`src/rtl/core/trdiv_pkg.sv`:
```
package trdiv_pkg;

    // Default width of the tested value.
    localparam int VALUE_WIDTH_DEF = 32;

    // The first divisor tried, and the smallest prime.
    localparam int FIRST_DIVISOR = 2;

    // Status of the shared divider as seen by the sequencer.
    typedef struct packed {
        logic busy;
        logic done;
    } t_div_status;

endpackage

```
`src/rtl/core/trdiv_divider.sv`:
```
module trdiv_divider #(
    parameter int VALUE_WIDTH = trdiv_pkg::VALUE_WIDTH_DEF,
    parameter int DIV_WIDTH   = VALUE_WIDTH / 2 + 1
) (
    input  logic                     i_clk,
    input  logic                     i_rst_n,
    input  logic                     i_start,
    input  logic [VALUE_WIDTH-1:0]   i_dividend,
    input  logic [DIV_WIDTH-1:0]     i_divisor,
    output logic [VALUE_WIDTH-1:0]   o_quotient,
    output logic [DIV_WIDTH-1:0]     o_remainder,
    output trdiv_pkg::t_div_status   o_status
);

    localparam int CW = $clog2(VALUE_WIDTH + 1);

    logic                   r_busy;
    logic                   r_done;
    logic [CW-1:0]          r_cnt;
    logic [VALUE_WIDTH-1:0] r_quo;
    logic [DIV_WIDTH-1:0]   r_rem;
    logic [DIV_WIDTH-1:0]   r_dvs;

    logic [DIV_WIDTH:0]     w_trial;
    logic [DIV_WIDTH:0]     w_diff;
    logic                   n_bit;
    logic [DIV_WIDTH-1:0]   n_rem;

    // One restoring step: bring down the next dividend bit and try a subtract.
    always_comb begin
        w_trial = {r_rem, r_quo[VALUE_WIDTH-1]};
        w_diff  = w_trial - {1'b0, r_dvs};
        n_bit   = ~w_diff[DIV_WIDTH];
        n_rem   = n_bit ? w_diff[DIV_WIDTH-1:0] : w_trial[DIV_WIDTH-1:0];
    end

    // Step counter and datapath, one quotient bit per cycle.
    always_ff @(posedge i_clk) begin
        if (!i_rst_n) begin
            r_busy <= 1'b0;
            r_done <= 1'b0;
            r_cnt  <= '0;
        end else begin
            r_done <= 1'b0;
            if (i_start) begin
                r_quo  <= i_dividend;
                r_rem  <= '0;
                r_dvs  <= i_divisor;
                r_cnt  <= CW'(VALUE_WIDTH);
                r_busy <= 1'b1;
            end else if (r_busy) begin
                r_rem <= n_rem;
                r_quo <= {r_quo[VALUE_WIDTH-2:0], n_bit};
                r_cnt <= r_cnt - 1'b1;
                if (r_cnt == CW'(1)) begin
                    r_busy <= 1'b0;
                    r_done <= 1'b1;
                end
            end
        end
    end

    assign o_quotient    = r_quo;
    assign o_remainder   = r_rem;
    assign o_status.busy = r_busy;
    assign o_status.done = r_done;

endmodule

```
`config.mk`:
```
export PLATFORM = sky130hd
export DESIGN_NAME = trdiv_divider
export DESIGN_NICKNAME = d
export VERILOG_FILES = /design/src/rtl/core/trdiv_pkg.sv /design/src/rtl/core/trdiv_divider.sv
export SDC_FILE = /design/constraint.sdc
export NUM_CORES = 1
export LEC_CHECK = 0
export ABC_AREA = 1
export BUFFER_PORTS_ARGS = -buffer_cell sky130_fd_sc_hd__buf_2
export CAP_MARGIN = 10
export CORE_MARGIN = 2
export CORE_UTILIZATION = 52
export CTS_CLUSTER_DIAMETER = 40
export DETAILED_ROUTE_END_ITERATION = 16
export PLACE_DENSITY = 0.89
export SKIP_CTS_REPAIR_TIMING = 1
export SLEW_MARGIN = 20
export SYNTH_ARGS = -nofsm -noshare
export SYNTH_HDL_FRONTEND = slang
export SYNTH_SLANG_ARGS = --single-unit
```
`constraint.sdc`:
```
create_clock -name i_clk -period 2.5 [get_ports i_clk]
set_input_delay 0.5 -clock i_clk [delete_from_list [all_inputs] [get_ports i_clk]]
set_output_delay 0.5 -clock i_clk [all_outputs]
set_load 0.005 [all_outputs]
```
=== Yosys cells after proc, flatten, opt, wreduce, memory -nomap -nowiden ===
Index checks and enable logic that the tools add are counted.

* Flip-flop bits (word level): 74
* Bits of input ports: 52
* Output and inout port bits: 51
* Word-level logic and storage cells: 28

* Reductions and logical operators: 5
* Equality and inequality tests: 1
* Bitwise logic cells: 3
* Muxes and demuxes: 10
* Add/sub/neg operators: 2

{| class="wikitable"
|+ Operators by type and width
! kind !! count
|-
| $mux 32 || 2
|-
| $mux 17 || 2
|-
| $sub 18x17->18 || 1
|-
| $mux 6 || 2
|-
| $eq 6x1->1 const B || 1
|-
| $sub 6x1->6 const B || 1
|-
| $mux 1 || 4
|-
| $reduce_and 2->1 || 2
|-
| $not 1->1 || 3
|-
| $reduce_or 3->1 || 1
|-
| $reduce_bool 2->1 || 1
|-
| $reduce_or 2->1 || 1
|}

=== Longest topological paths before layout ===
Gate-level depths: netlist of run 1.

* Word-level depth: 4
* Gate-level depth with buffers: 15
* Mapped depth without buffers: 15

=== Least setup slack after synthesis of run 1 ===
OpenSTA, ideal clock, no wires.

* Path kind: input-to-reg
* From: input i_start
* To: register r_quo[0] (netlist: o_quotient[0]), enable pin
* Stages: 3
* Library setup time: 408 ps
* Setup slack: 163 ps
* Path buffers: 1
* Required time: 2092 ps
* Arrival time: 1929 ps
* Path through: clkbuf_1 > nand2_1 > nand2_1

* Longest elaborated chain between the ends: 2

{| class="wikitable"
|+ Ends and longest elaborated chain
! element !! RTL line !! text
|-
| start, declared || trdiv_divider.sv:7 || <nowiki>input logic i_start,</nowiki>
|-
| $reduce_bool 2->1 (no line) || -- ||
|-
| $reduce_and 2->1 (no line) || -- ||
|-
| end signal, assigned || trdiv_divider.sv:46 || <nowiki>r_quo <= i_dividend;</nowiki>
|-
| end signal, assigned || trdiv_divider.sv:53 || <nowiki>r_quo <= {r_quo[VALUE_WIDTH-2:0], n_bit};</nowiki>
|-
| end, declared || trdiv_divider.sv:20 || <nowiki>logic [VALUE_WIDTH-1:0] r_quo;</nowiki>
|}

Every way passes these cells.
A chain may end at the register's enable or synchronous reset.

=== Final worst setup path of run 1 ===
* From: register r_quo[31] (netlist: o_quotient[31])
* To: register r_rem[16] (netlist: o_remainder[16]), data pin

* Longest elaborated chain between the ends: 3

{| class="wikitable"
|+ Ends and longest elaborated chain
! element !! RTL line !! text
|-
| $sub 18x17->18 || trdiv_divider.sv:32 || <nowiki>w_diff = w_trial - {1'b0, r_dvs};</nowiki>
|-
| $mux 17 || trdiv_divider.sv:34 || <nowiki>n_rem = n_bit ? w_diff[DIV_WIDTH-1:0] : w_trial[DIV_WIDTH-1:0];</nowiki>
|-
| $mux 17 || trdiv_divider.sv:51 || <nowiki>end else if (r_busy) begin</nowiki>
|-
| end signal, assigned || trdiv_divider.sv:52 || <nowiki>r_rem <= n_rem;</nowiki>
|-
| end, declared || trdiv_divider.sv:21 || <nowiki>logic [DIV_WIDTH-1:0] r_rem;</nowiki>
|}

Every way passes these cells. The select of a mux whose other input is x is not followed.

==> flow_summary_export.csv, run 1 <==
group,metric,value,unit
status,run_status,"finished clean",
critical_path,cp_slowest_stage_delay,410,ps
synth,syn_avg_cell_area,8.26,um^2
synth,synth_area,4340,um^2
routing,drcViolationCount,0,
synth,synth_compound_area_share,2.60,%
critical_path,path_buf_inv,2,
routing,drt_first_pass_iters,4,
timing,fin_crit,2320,ps
global_routing,grt-ovfl-total,0,
clock_tree,clock_sinks,74,
synth,syn_inst,525,
synth,seq_area_frac_synth,49.4,%
critical_path,crit_required,2610,ps
synth,mappedNetlistNets,597,
timing,hold_ws,319,ps
synth,yosysTopAreaCell,"edfxtp_1",
critical_path,r2r_cells,15,
timing,setup_viol,0,
critical_path,cp_top_family,"simple AND/OR/NAND/NOR gates",
synth,ys_seq_elements,74,
timing,tns,0,ps
timing,hold_violations,0,
synth,synthSimpleGateAreaFrac,32.0,%
clock_tree,cts-root-buf,"clkbuf_8",
synth,yosys_warnings,0,
synth,ys_top_cells_by_area,"edfxtp_1 46%, nand2_1 18%, inv_1 6.3%, ha_1 5.5%, dfxtp_1 3.7%",
routing,drtIter0Drc,142,
placed_design,dpl_cell_area,4970,um^2
power,p_per_area,694,nW/um^2
placed_design,io_buffer_count,102,
global_routing,grt_pass1_vias,3656,
critical_path,cp_common_cell,"nand2_1",
synth,synthMuxAreaShare,0,%
critical_path,r2r_start,"o_quotient[31]$_DFFE_PP_",
clock_tree,tritoncts,"yes",
finish,layout.nets,705,
hold_path,min_from,"i_divisor[0]",
critical_path,cp_cell_sequence,"inv_1 -> ha_1 -> fa_1 -> inv_1 -> nand3_1 -> nand2_1 -> nand2_1 -> nand2_1 -> nand2_1 -> nand2_1 -> nand2_1 -> nand2_1 -> nand3_1 -> nand2_1 -> nor2_1",
die,die-area,9080,um^2
timing,rsz0062_at_grt,"false",
die,fp.dieW,95.3,um
critical_path,arrival,2420,ps
finish,drive_above_1_share,24.8,%
critical_path,path_max_fanout,3,
timing,post-route-period-util,92.7,%
timing,worst_pin_slew,530,ps
synth,synth_top_family_by_area,"simple AND/OR/NAND/NOR gates",
job,maxCapViolations,0,
critical_path,slowest_stage,"fa_1",
global_routing,track_usage,22.7,%
synth,async_flop_share,0,%
clock_tree,cts_buffer_depth,2,
clock_tree,clk_pin_slew,80,ps
hold_path,min_to,"r_dvs[0]$_DFFE_PP_",
die,die_h,95.3,um
critical_path,r2r_end,"o_remainder[16]$_SDFFCE_PP0P_",
global_routing,antenna_found_initial,0,
synth,yosysTopAreaCellShare,45.7,%
die,num_io_pins,103,
die,initial_core_util,53.3,%
routing,vias,3685,
placed_design,gp_congestion,0.881,
finish,fin_area,5160,um^2
routing,postRouteAntennaNets,0,
synth,yosys.area_share.adder,5.95,%
routing,drt-total-wl,9.65,mm
routing,viasPerCell,4.96,
placed_design,dpl.hpwl,7.31,mm
finish,fillCellCount,704,
global_routing,grt_max_degree,31,
synth,synth-xor-area-share,2.22,%
finish,areaGrowthSynthToFinish,19.0,%
die,core_area,8130,um^2
hold_path,min_path_cells,1,
synth,ys_dominant_reg_cell,"edfxtp_1",
die,floorplan.rows,33,
routing,post_drt_wl_per_cell,13.0,um
critical_path,endpoint_kind,"flop",
critical_path,r2r_slack,180,ps
timing,max_clock_freq,432,MHz
power,irDropWorstVdd,0.338,mV
hold_path,hold_class,"in -> reg",
critical_path,startpoint_type,"flop",
power,p_leak,2.69,nW
timing,slew_headroom,64.6,%
timing,drv_slew,0,
global_routing,grt_first_pass_wirelength,15.9,mm
timing,finalClockSkew,8.92,ps
clock_tree,h-tree-depth,3,
synth,synth_edf_count,66,
synth,synth_cell_types,31,
finish,n_antenna_cell,0,
clock_tree,cts_made_buffers,9,
critical_path,critPathKind,"reg -> reg",
clock_tree,insertion_delay,350,ps
area by class of cell:
class,instances,area (um^2),share of cell area (%)
inverters,77,289,5.60
multi-input cells,363,1860,36.1
repair buffers,108,556,10.8
clock inverters,4,25.0,0.485
flip-flops and latches,74,2140,41.5
clock buffers,12,156,3.03
well taps,105,131,2.55
Yosys cell counts (3+ instances only):
library cell and n:
nand3b_1 3, nand3_1 24, nand2_1 210, nor3_1 6, inv_2 4, nor2_2 12
inv_1 73, nand2_2 3, nand2_4 3, clkbuf_1 7, nor2_1 39, edfxtp_1 66
a21oi_1 12, nand2_8 3, dfxtp_1 8, xor2_1 9, ha_1 19
sequential cells by signal, indices dropped and copies added, names as in the netlist:
| signal | cells |
|---|---|
| r_cnt | 6 |
| o_quotient | 32 |
| o_remainder | 17 |
| r_done | 1 |
| r_busy | 1 |
| r_dvs | 17 |
worst register-to-register path, cell delays in order, from the launching register on:
cell	delay, ps
edfxtp_1	380
inv_1	60
ha_1	230
fa_1	410
inv_1	70
nand3_1	60
nand2_1	150
nand2_1	100
nand2_1	160
nand2_1	100
nand2_1	70
nand2_1	40
nand2_1	70
nand3_1	70
nand2_1	60
nor2_1	40
kinds of logic after synthesis:
family	count (synthesis)
buffers and inverters	88
flip-flops	74
AO/OA/AOI/OAI	20
adder cells (fa/ha/maj)	20
AND/OR/NAND/NOR	312
XOR/XNOR	11
layout by cell type, fill, tap and decap left out, types with 3 or more instances in the layout:
master,synthesis,layout
nor2_2,12,12
buf_2,0,102
inv_1,73,73
buf_4,2,6
edfxtp_1,66,66
xor2_1,9,9
nand2_1,210,208
nand3b_1,3,3
nand2_8,3,3
inv_2,4,4
nor3_1,6,6
nand2_4,3,3
a21oi_1,12,12
clkbuf_8,0,9
dfxtp_1,8,8
nand2_2,3,5
nor2_1,39,39
nand3_1,24,24
ha_1,19,19
report_power, final:
part | switching (mW) | total (mW) | internal (mW)
registers | 0.0800 | 1.59 | 1.51
clock network | 0.456 | 0.876 | 0.421
logic | 0.691 | 1.12 | 0.428
total | 1.23 | 3.58 | 2.36
how the worst max path moves through the flow:
stage,from,end,slack [ps],cells past startpoint
after floorplan,i_start,o_quotient[0]$_DFFE_PP_,160,3
after global placement,o_quotient[31]$_DFFE_PP_,o_remainder[14]$_SDFFCE_PP0P_,250,15
after detailed placement,o_quotient[31]$_DFFE_PP_,o_remainder[14]$_SDFFCE_PP0P_,180,15
after CTS,o_quotient[31]$_DFFE_PP_,o_remainder[14]$_SDFFCE_PP0P_,170,15
after global routing,o_quotient[31]$_DFFE_PP_,o_remainder[14]$_SDFFCE_PP0P_,30,15
final,o_quotient[31]$_DFFE_PP_,o_remainder[16]$_SDFFCE_PP0P_,180,15
metrics by stage:
stage / total power, mW / std cells / worst slack, ps / utilization [%]
2_1_floorplan: 2.40 / 525 / 163 / -
3_3_place_gp: 2.69 / 726 / 253 / 61.1
3_5_place_dp: 2.73 / 726 / 184 / 61.1
4_1_cts: 3.61 / 742 / 168 / 63.3
5_1_grt: 3.82 / 743 / 32.8 / 63.4
6_report: 3.58 / 743 / 183 / 63.4
routing by layer:
metal,up-vias,global-route usage (%),routed length (um)
met2,122,40.3,4870
li1,1862,-,-
met4,0,8.57,191
met1,1682,25.8,3900
met3,19,6.56,686
met5,-,0,0
Power figures use the tool's default switching activity.
==> run 2, diff against run 1 <==
==> constraint.sdc (replaced) <==
create_clock -name i_clk -period 2.7 [get_ports i_clk]
set_input_delay 0.54 -clock i_clk [delete_from_list [all_inputs] [get_ports i_clk]]
set_output_delay 0.54 -clock i_clk [all_outputs]
set_load 0.005 [all_outputs]
==> flow_summary_export.csv, run 2 (same netlist as run 1, synthesis figures left out) <==
group,metric,value,unit
global_routing,grt_pass1_vias,3676,
critical_path,critPathKind,"reg -> reg",
placed_design,preCtsSetupSlack,408,ps
hold_path,hold_class,"in -> reg",
finish,largest_reg_flops,32,
timing,slew_headroom,76.1,%
global_routing,grt-ovfl-total,0,
routing,drt-total-wl,9.84,mm
timing,rsz0062_at_grt,"false",
clock_tree,tritoncts,"yes",
die,floorplan.rows,33,
routing,postRouteAntennaNets,0,
timing,drv_slew,0,
global_routing,track_usage,23.0,%
finish,fin_area,5180,um^2
timing,max_clock_freq,432,MHz
critical_path,endpoint_kind,"flop",
critical_path,r2r_cells,15,
placed_design,gp_congestion,0.915,
clock_tree,h-tree-depth,3,
clock_tree,clk_pin_slew,80,ps
critical_path,crit_required,2820,ps
power,irDropWorstVdd,0.363,mV
clock_tree,clock_sinks,74,
global_routing,grt_first_pass_wirelength,16.0,mm
finish,final_common_cell,"nand2_1",
critical_path,path_max_fanout,3,
critical_path,critPathCapture,"o_remainder[16]$_SDFFCE_PP0P_",
critical_path,r2r_end,"o_remainder[16]$_SDFFCE_PP0P_",
routing,drt_first_pass_iters,4,
power,p_per_area,659,nW/um^2
clock_tree,cts_buffer_depth,2,
finish,n_antenna_cell,0,
finish,areaGrowthSynthToFinish,19.5,%
finish,layout.nets,705,
routing,post_drt_wl_per_cell,13.2,um
power,power,3.41,mW
timing,hold_violations,0,
timing,worst_pin_slew,355,ps
critical_path,r2r_start,"o_quotient[31]$_DFFE_PP_",
global_routing,grt_max_degree,34,
routing,drcViolationCount,0,
timing,finalWorstSetupSlack,386,ps
die,initial_core_util,53.3,%
routing,vias,3637,
finish,post_layout_nonfiller_instances,743,
die,core_area,8130,um^2
placed_design,dpl.hpwl,7.32,mm
status,run_status,"finished clean",
die,die-area,9080,um^2
routing,viasPerCell,4.90,
placed_design,io_buffer_count,102,
timing,setup_viol,0,
critical_path,startpoint_type,"flop",
placed_design,dp_cells,727,
job,maxCapViolations,0,
die,fp.dieW,95.3,um
critical_path,critPathLaunch,"o_quotient[31]$_DFFE_PP_",
routing,drtIter0Drc,171,
power,p_leak,2.70,nW
placed_design,dpl_cell_area,4980,um^2
die,num_io_pins,103,
finish,finish.utilization,63.7,%
finish,drive_above_1_share,24.9,%
clock_tree,insertion_delay,360,ps
die,die_h,95.3,um
timing,fin_crit,2310,ps
critical_path,arrival,2440,ps
finish,mostFrequentLayoutCells,"209 x nand2_1, 102 x buf_2, 73 x inv_1",
timing,finalClockSkew,7.37,ps
clock_tree,cts-root-buf,"clkbuf_8",
global_routing,antenna_found_initial,0,
timing,tns,0,ps
timing,hold_ws,350,ps
critical_path,r2r_slack,390,ps
clock_tree,cts_made_buffers,9,
timing,post-route-period-util,85.7,%
-- run 2: changes by cell type in the layout (fill, tap and decap cells not counted), sizes merged --
cell | previous run | this run
clkbuf | 12 | 10
bufinv | 0 | 1
clkinvlp | 0 | 1
-- run 2: worst min path at each step --
stage                               start               endpoint  slack, ps  cells past startpoint
detailed placement  r_cnt[1]$_SDFFE_PP0P_  r_cnt[1]$_SDFFE_PP0P_        500                      2
global placement    r_cnt[1]$_SDFFE_PP0P_  r_cnt[1]$_SDFFE_PP0P_        490                      2
finish                      i_divisor[11]    r_dvs[11]$_DFFE_PP_        350                      1
CTS                          i_divisor[8]     r_dvs[8]$_DFFE_PP_        340                      1
floorplan           r_cnt[1]$_SDFFE_PP0P_  r_cnt[1]$_SDFFE_PP0P_        480                      2
global route                i_divisor[15]    r_dvs[15]$_DFFE_PP_        340                      1
-- run 2: worst max-delay path, stage by stage (launching register included) --
cell and delay, ps:
edfxtp_1 390, inv_1 60, ha_1 230, fa_1 410, inv_1 70, nand3_1 60, nand2_1 160, nand2_1 70
nand2_1 150, nand2_1 100, nand2_1 70, nand2_1 40, nand2_1 70, nand3_1 80, nand2_1 60, nor2_1 40
-- run 2: cell type report --
type                    count  area, um^2
multi-input cells         363        1860
fillers                   687        2960
clock buffers              10         138
inverters                  77         289
repair buffers            108         556
well taps                 105         131
clock inverters             6        65.1
flip-flops and latches     74        2140
-- run 2: routing by layer --
metal | up-vias | wire length [um] | share of wire, % | GRT usage [%]
met5 | - | 0 | 0 | 0
met2 | 132 | 4850 | 49 | 40.0
met3 | 18 | 756 | 7.7 | 7.43
met4 | 0 | 172 | 1.7 | 10.0
met1 | 1634 | 4060 | 41 | 25.7
li1 | 1853 | - | - | -
-- run 2: power breakdown --
part	total (mW)	internal (mW)	switching [mW]
clock	0.898	0.453	0.445
combinational	1.05	0.396	0.651
sequential	1.47	1.39	0.0745
total	3.41	2.24	1.17
